### config.mk
export PLATFORM = sky130hd
export DESIGN_NAME = amsu_row_scan
export DESIGN_NICKNAME = d
export VERILOG_FILES = /design/src/rtl/core/amsu_pkg.sv /design/src/rtl/core/amsu_row_scan.sv
export SDC_FILE = /design/constraint.sdc
export NUM_CORES = 1
export LEC_CHECK = 0
export BUFFER_PORTS_ARGS = -buffer_cell sky130_fd_sc_hd__buf_2
export CAP_MARGIN = 30
export CORE_ASPECT_RATIO = 0.75
export CORE_MARGIN = 3
export CORE_UTILIZATION = 35
export DETAILED_ROUTE_END_ITERATION = 8
export PLACE_DENSITY = 0.56
export SLEW_MARGIN = 20
export SYNTH_ARGS = -nofsm -noshare
export SYNTH_HDL_FRONTEND = slang
export SYNTH_SLANG_ARGS = --single-unit
### constraint.sdc
create_clock -name clock -period 7.13 [get_ports clock]
set_input_delay 1.0695 -clock clock [delete_from_list [all_inputs] [get_ports clock]]
set_output_delay 1.0695 -clock clock [all_outputs]
set_load 0.01 [all_outputs]
### src/rtl/core/amsu_pkg.sv
// Shared constants, codes and word types of the adjacency matrix store.
`default_nettype none

package amsu_pkg;

   // Store geometry
   localparam int MAX_VERTICES   = 256;
   localparam int WEIGHT_BITS    = 32;
   localparam int VTX_BITS       = 8;
   localparam int CNT_BITS       = VTX_BITS + 1;
   localparam int DEG_BITS       = VTX_BITS + 1;
   localparam int PAIR_BITS      = 2 * VTX_BITS;

   // Row scan slicing
   localparam int CHUNK_BITS     = 32;
   localparam int NUM_CHUNKS     = MAX_VERTICES / CHUNK_BITS;
   localparam int CHUNK_IDX_BITS = $clog2(NUM_CHUNKS);
   localparam int CHUNK_POS_BITS = $clog2(CHUNK_BITS);
   localparam int CHUNK_CNT_BITS = CHUNK_POS_BITS + 1;

   // Action codes
   localparam logic [2:0] ACT_ADD_VERTEX  = 3'd0;
   localparam logic [2:0] ACT_ADD_EDGE    = 3'd1;
   localparam logic [2:0] ACT_REMOVE_EDGE = 3'd2;
   localparam logic [2:0] ACT_DEGREE      = 3'd3;
   localparam logic [2:0] ACT_NEXT_ADJ    = 3'd4;
   localparam logic [2:0] ACT_EDGE_WEIGHT = 3'd5;

   // Status codes
   localparam logic [1:0] STATUS_OK      = 2'd0;
   localparam logic [1:0] STATUS_INVALID = 2'd1;
   localparam logic [1:0] STATUS_FULL    = 2'd2;

   typedef struct packed {
      logic [2:0]             action;
      logic [VTX_BITS-1:0]    src_vertex;
      logic [VTX_BITS-1:0]    dst_vertex;
      logic [VTX_BITS-1:0]    start_vertex;
      logic [WEIGHT_BITS-1:0] weight_in;
   } req_word_type;

   typedef struct packed {
      logic [1:0]             status;
      logic [VTX_BITS-1:0]    vertex_out;
      logic                   found;
      logic [DEG_BITS-1:0]    degree_out;
      logic                   edge_present;
      logic [WEIGHT_BITS-1:0] weight_out;
   } rsp_word_type;

   // Control from the sequencer to the row scanner
   typedef struct packed {
      logic                start;
      logic                find_next;
      logic [VTX_BITS-1:0] first;
      logic [CNT_BITS-1:0] count;
   } scan_ctrl_type;

   // Result from the row scanner
   typedef struct packed {
      logic                done;
      logic                found;
      logic [VTX_BITS-1:0] index;
      logic [DEG_BITS-1:0] degree;
   } scan_result_type;

endpackage

`default_nettype wire

### src/rtl/core/amsu_row_scan.sv
// Row scanner: popcount or first-set search over one row, one chunk a cycle.
`default_nettype none

module amsu_row_scan (
   input  wire logic                                 clock,
   input  wire logic                                 reset,
   input  wire amsu_pkg::scan_ctrl_type              ctrl,
   input  wire logic [amsu_pkg::MAX_VERTICES-1:0]    row,
   output amsu_pkg::scan_result_type                 result
);

   import amsu_pkg::*;

   logic                      active_ff, active_in;
   logic                      find_next_ff, find_next_in;
   logic [VTX_BITS-1:0]       first_ff, first_in;
   logic [CNT_BITS-1:0]       count_ff, count_in;
   logic [MAX_VERTICES-1:0]   row_ff, row_in;
   logic [CHUNK_IDX_BITS-1:0] chunk_ff, chunk_in;
   logic [DEG_BITS-1:0]       degree_ff, degree_in;
   scan_result_type           result_ff, result_in;

   logic [CHUNK_BITS-1:0]     chunk_bits;
   logic [CHUNK_BITS-1:0]     masked;
   logic [CHUNK_CNT_BITS-1:0] pop;
   logic                      hit;
   logic [CHUNK_POS_BITS-1:0] pos;
   logic                      last_chunk;

   // Current chunk, masked to [first, count) when searching
   always_comb begin
      logic [VTX_BITS-1:0] idx;
      chunk_bits = row_ff[{chunk_ff, {CHUNK_POS_BITS{1'b0}}} +: CHUNK_BITS];
      for (int j = 0; j < CHUNK_BITS; j++) begin
         idx = {chunk_ff, CHUNK_POS_BITS'(j)};
         masked[j] = chunk_bits[j] &
                     (!find_next_ff ||
                      (({1'b0, idx} < count_ff) && (idx >= first_ff)));
      end
   end

   // Chunk popcount and lowest set bit
   always_comb begin
      pop = '0;
      hit = 1'b0;
      pos = '0;
      for (int j = 0; j < CHUNK_BITS; j++) begin
         pop = pop + CHUNK_CNT_BITS'(masked[j]);
      end
      for (int j = CHUNK_BITS - 1; j >= 0; j--) begin
         if (masked[j]) begin
            hit = 1'b1;
            pos = CHUNK_POS_BITS'(j);
         end
      end
   end

   assign last_chunk = (chunk_ff == CHUNK_IDX_BITS'(NUM_CHUNKS - 1));

   // Scan sequencing
   always_comb begin
      active_in      = active_ff;
      find_next_in   = find_next_ff;
      first_in       = first_ff;
      count_in       = count_ff;
      row_in         = row_ff;
      chunk_in       = chunk_ff;
      degree_in      = degree_ff;
      result_in      = result_ff;
      result_in.done = 1'b0;
      if (ctrl.start) begin
         active_in    = 1'b1;
         find_next_in = ctrl.find_next;
         first_in     = ctrl.first;
         count_in     = ctrl.count;
         row_in       = row;
         chunk_in     = '0;
         degree_in    = '0;
      end else if (active_ff) begin
         if (find_next_ff && hit) begin
            active_in        = 1'b0;
            result_in.done   = 1'b1;
            result_in.found  = 1'b1;
            result_in.index  = {chunk_ff, pos};
            result_in.degree = '0;
         end else if (last_chunk) begin
            active_in        = 1'b0;
            result_in.done   = 1'b1;
            result_in.found  = 1'b0;
            result_in.index  = '0;
            result_in.degree = degree_ff + DEG_BITS'(pop);
         end else begin
            chunk_in  = chunk_ff + 1'b1;
            degree_in = degree_ff + DEG_BITS'(pop);
         end
      end
   end

   always_ff @(posedge clock) begin
      if (reset) begin
         active_ff <= 1'b0;
         result_ff <= '0;
      end else begin
         active_ff <= active_in;
         result_ff <= result_in;
      end
   end

   always_ff @(posedge clock) begin
      find_next_ff <= find_next_in;
      first_ff     <= first_in;
      count_ff     <= count_in;
      row_ff       <= row_in;
      chunk_ff     <= chunk_in;
      degree_ff    <= degree_in;
   end

   assign result = result_ff;

endmodule

`default_nettype wire
==> metrics.md <==
| Metric | Value |
|---|---|
| Number of synthesized register bits | around 310 |
| Worst-Skew Late Latency | about 0.59 ns |
| Hold-critical path endpoint | result[17] |
| Hold Crit Depth | 1 |
| R2R depth | 25 |
| Measured slew at the worst slew-check pin | between 0.8 and 0.9 ns |
| DR vias/cell | about 5.2 |
| Final hold violations | 0 |
| Worst rel slew slack | 0.401 |
| Crit path arrival time | ~7.6 ns |
| HP Start | result[17] |
| RSZ-0062 raised after global routing | true |
| Post-synthesis net count | 1247 |
| Layout Nets | ~1600 |
| Cell at the root of the clock tree | clkbuf_16 |
| Mapped Area | about 14000 um^2 |
| Post-Layout Cell Count | 1863 |
| Die ar. | between 40000 and 50000 um^2 |
| Worst setup path category | flip-flop to flip-flop |
| DP Cell Count | ~1800 |
| Initial antenna violation count | 5 |
| Register area | 8880 um^2 |
| Htree depth | 1 |
| Top layer in use | met5 |
| Yosys warns | 0 |
| Post-Route Skew | between 0.009 and 0.01 ns |
| Reg2reg end | degree_ff[8] |
| Final Max Tran Viols | 0 |
| Synth top area share | 0.577 |
| CP most frequent cell | fa_1 |
| Period minus WS final | slightly above 7 ns |
| Max incr delay on CP | 0.57 ns |
| Maximum vdd ir drop | 0.400 mV |
| Number of fill cells | between 3000 and 4000 |
| Asr flop ratio synth | 0 |
| Top post-synthesis cells by area | edfxtp_1, mux4_2, dfxtp_1 |
| Vias in the first global route | about 9800 |
| Cells after synthesis | 919 |
| N_diodes | 0 |
| CP max-delay cell | fa_1 |
| Core Region | approximately 40000 um^2 |
| Mean Syn Cell Area | approximately 16 um^2 |
| Setup WS pre-CTS | -0.383 ns |
| Number of port buffers | ~300 |
| Outcome | completed |
| Via count | 9683 |
| Number of synthesized flops with an enable pin | approximately 270 |
| FF-to-FF setup slack | slightly below 0.06 ns |
| Launch point of the worst path | count_ff[6] |
| Row count | 63 |
| Cell accounting for the most synthesized area | edfxtp_1 |
| Register area share after synthesis | 0.622 |
| WL met1 | ~19000 um |
| DRC viols | 0 |
| Util after Layout | 0.471 |
| Detailed-routed wire length on met2 | approximately 18000 um |
| Total grt overflow | 0 |
| Initial core utilization | 0.358 |
| Total GRT Usage | 0.189 |
| Die Width | ~240 um |
| Top post-synthesis cells by count | edfxtp_1, mux4_2, inv_1, a21oi_1, nor2_1 |
| Multi-input logic area | ~5300 um^2 |
| TritonRoute pass-1 iters | 5 |
| Post-DP HPWL | just over 30000 um |
| Area after DPL | approximately 17000 um^2 |
| Crit path max fanout | 4 |
| Worst hold margin | 0.449 ns |
| Num ports | ~300 |
| Longest Clk Path Bufs | 3 |
| First-pass GRT wire length | 61400 um |
| Worst min-delay path category | flip-flop to flip-flop |
| # clock sinks | 306 |
| Synth cell types | between 70 and 80 |
| Setup ws final | 0.0584 ns |
| Crit start category | flip-flop |
| Design Area, Final | approximately 19000 um^2 |
| Die extent in y | about 180 um |
| Crit end category | flip-flop |
| CP top delay family | adder cells |
| Num CTS Buffers | 31 |
| Setup_tns | 0 ns |
| # setup viols final | 0 |
| Most frequent cell after synthesis | edfxtp_1 |
| Initial detailed-routing violation count | between 700 and 800 |
| Maximum capacitance violations | 0 |
| Fmax | ~140 MHz |
| WP buf/inv | 3 |
| Final ANT Viol Nets | 0 |
| Main synth FF type | edfxtp_1 |
| CP required | approximately 7.7 ns |
| Met3 Wirelength | about 3500 um |
| WL final | between 40000 and 50000 um |
| Period utilization | 0.992 |
| Reg-to-Reg Start | count_ff[6] |
| Routability congestion estimate from global placement | 0.868 |
| Clock Pin Slew Worst Setup and Hold Paths | around 0.060 ns |
| Area Growth Syn to Fin | 31.7% |
| CTS tree | done |
| Drt wl/cell | ~22 um |
| Fraction of layout cells with a size suffix above 1 | 0.469 |
| Static leakage | ~7 nW |
| Power Dens Cells | about 320 nW/um^2 |
| Pin count of the biggest net entering global routing | around 150 |
| Total Power | between 5 and 6 mW |
[per-layer routing]
layer,global-route usage,up-vias
li1,-,4471
met1,0.289,4797
met2,0.267,348
met3,0.0540,57
met4,0.0384,10
met5,0,-
[state kept, by name (all words and copies together) (netlist names)]
| register | flops |
|---|---|
| result | 19 |
| degree_ff | 9 |
| find_next_ff | 1 |
| chunk_ff | 3 |
| first_ff | 8 |
| active_ff | 1 |
| row_ff | 256 |
| count_ff | 9 |
[final cells by class]
type                            count  area share
Tap cell                          520      0.0346
Multi-Input combinational cell    509       0.283
Clock buffer                       31      0.0413
Clock inverter                     27      0.0196
Timing Repair Buffer              420       0.139
Sequential cell                   306       0.472
Inverter                           50     0.00999
[cell families (layout without fill, tap and decap cells)]
kind of cell,count (synthesis),after routing,share of synthesized area
simple gates,160,160,0.0602
flops,306,306,0.622
compound gates,200,200,0.102
buf+inv,104,528,0.0328
xor+xnor,5,5,0.00307
mux,93,93,0.122
fa+ha+maj,51,51,0.0584
[layout by cell type (no fill, tap or decap), types with 7 or more instances in the layout]
cell       count
buf_2        294
edfxtp_1     274
buf_4        106
mux4_2        64
inv_1         42
a21oi_1       36
nand2_1       34
nor2_1        33
clkbuf_16     31
dfxtp_1       29
o21ai_0       24
fa_1          24
ha_1          19
mux2i_1       16
nand3_1       16
nand2b_1      13
a21oi_2       10
mux2_2         9
a211oi_1       9
buf_12         9
o21ai_1        8
a21o_1         8
nor2b_1        8
inv_2          8
a221oi_1       8
or4_1          8
bufinv_16      8
buf_6          7
[worst max-delay path by stage]
| stage | end | depth (start not counted) | slack (ns) |
|---|---|---|---|
| global route | degree_ff[8] | 27 | -0.24 |
| floorplan | degree_ff[8] | 28 | 0.004 |
| finish | degree_ff[8] | 25 | 0.06 |
| CTS | degree_ff[8] | 26 | 0.00007 |
| global placement | degree_ff[8] | 27 | -0.38 |
| detailed placement | degree_ff[8] | 25 | -0.38 |
[power by group]
group	leakage (nW)	internal, mW	switching (mW)	total [mW]
clock network	0.550	1.09	0.723	1.81
registers	2.94	2.10	0.0429	2.14
logic	3.67	0.900	1.08	1.98
[what timing repair did]
item / in CTS / in global routing
endpoints found under the setup margin: 9 / 10
resized for setup: 34 / 58
pin swaps: 16 / 29
cloned: 1 / 0
hold buffers: 0 / 0
buffers inserted: 11 / 7
No activity file was read; power rests on OpenSTA's default activity.
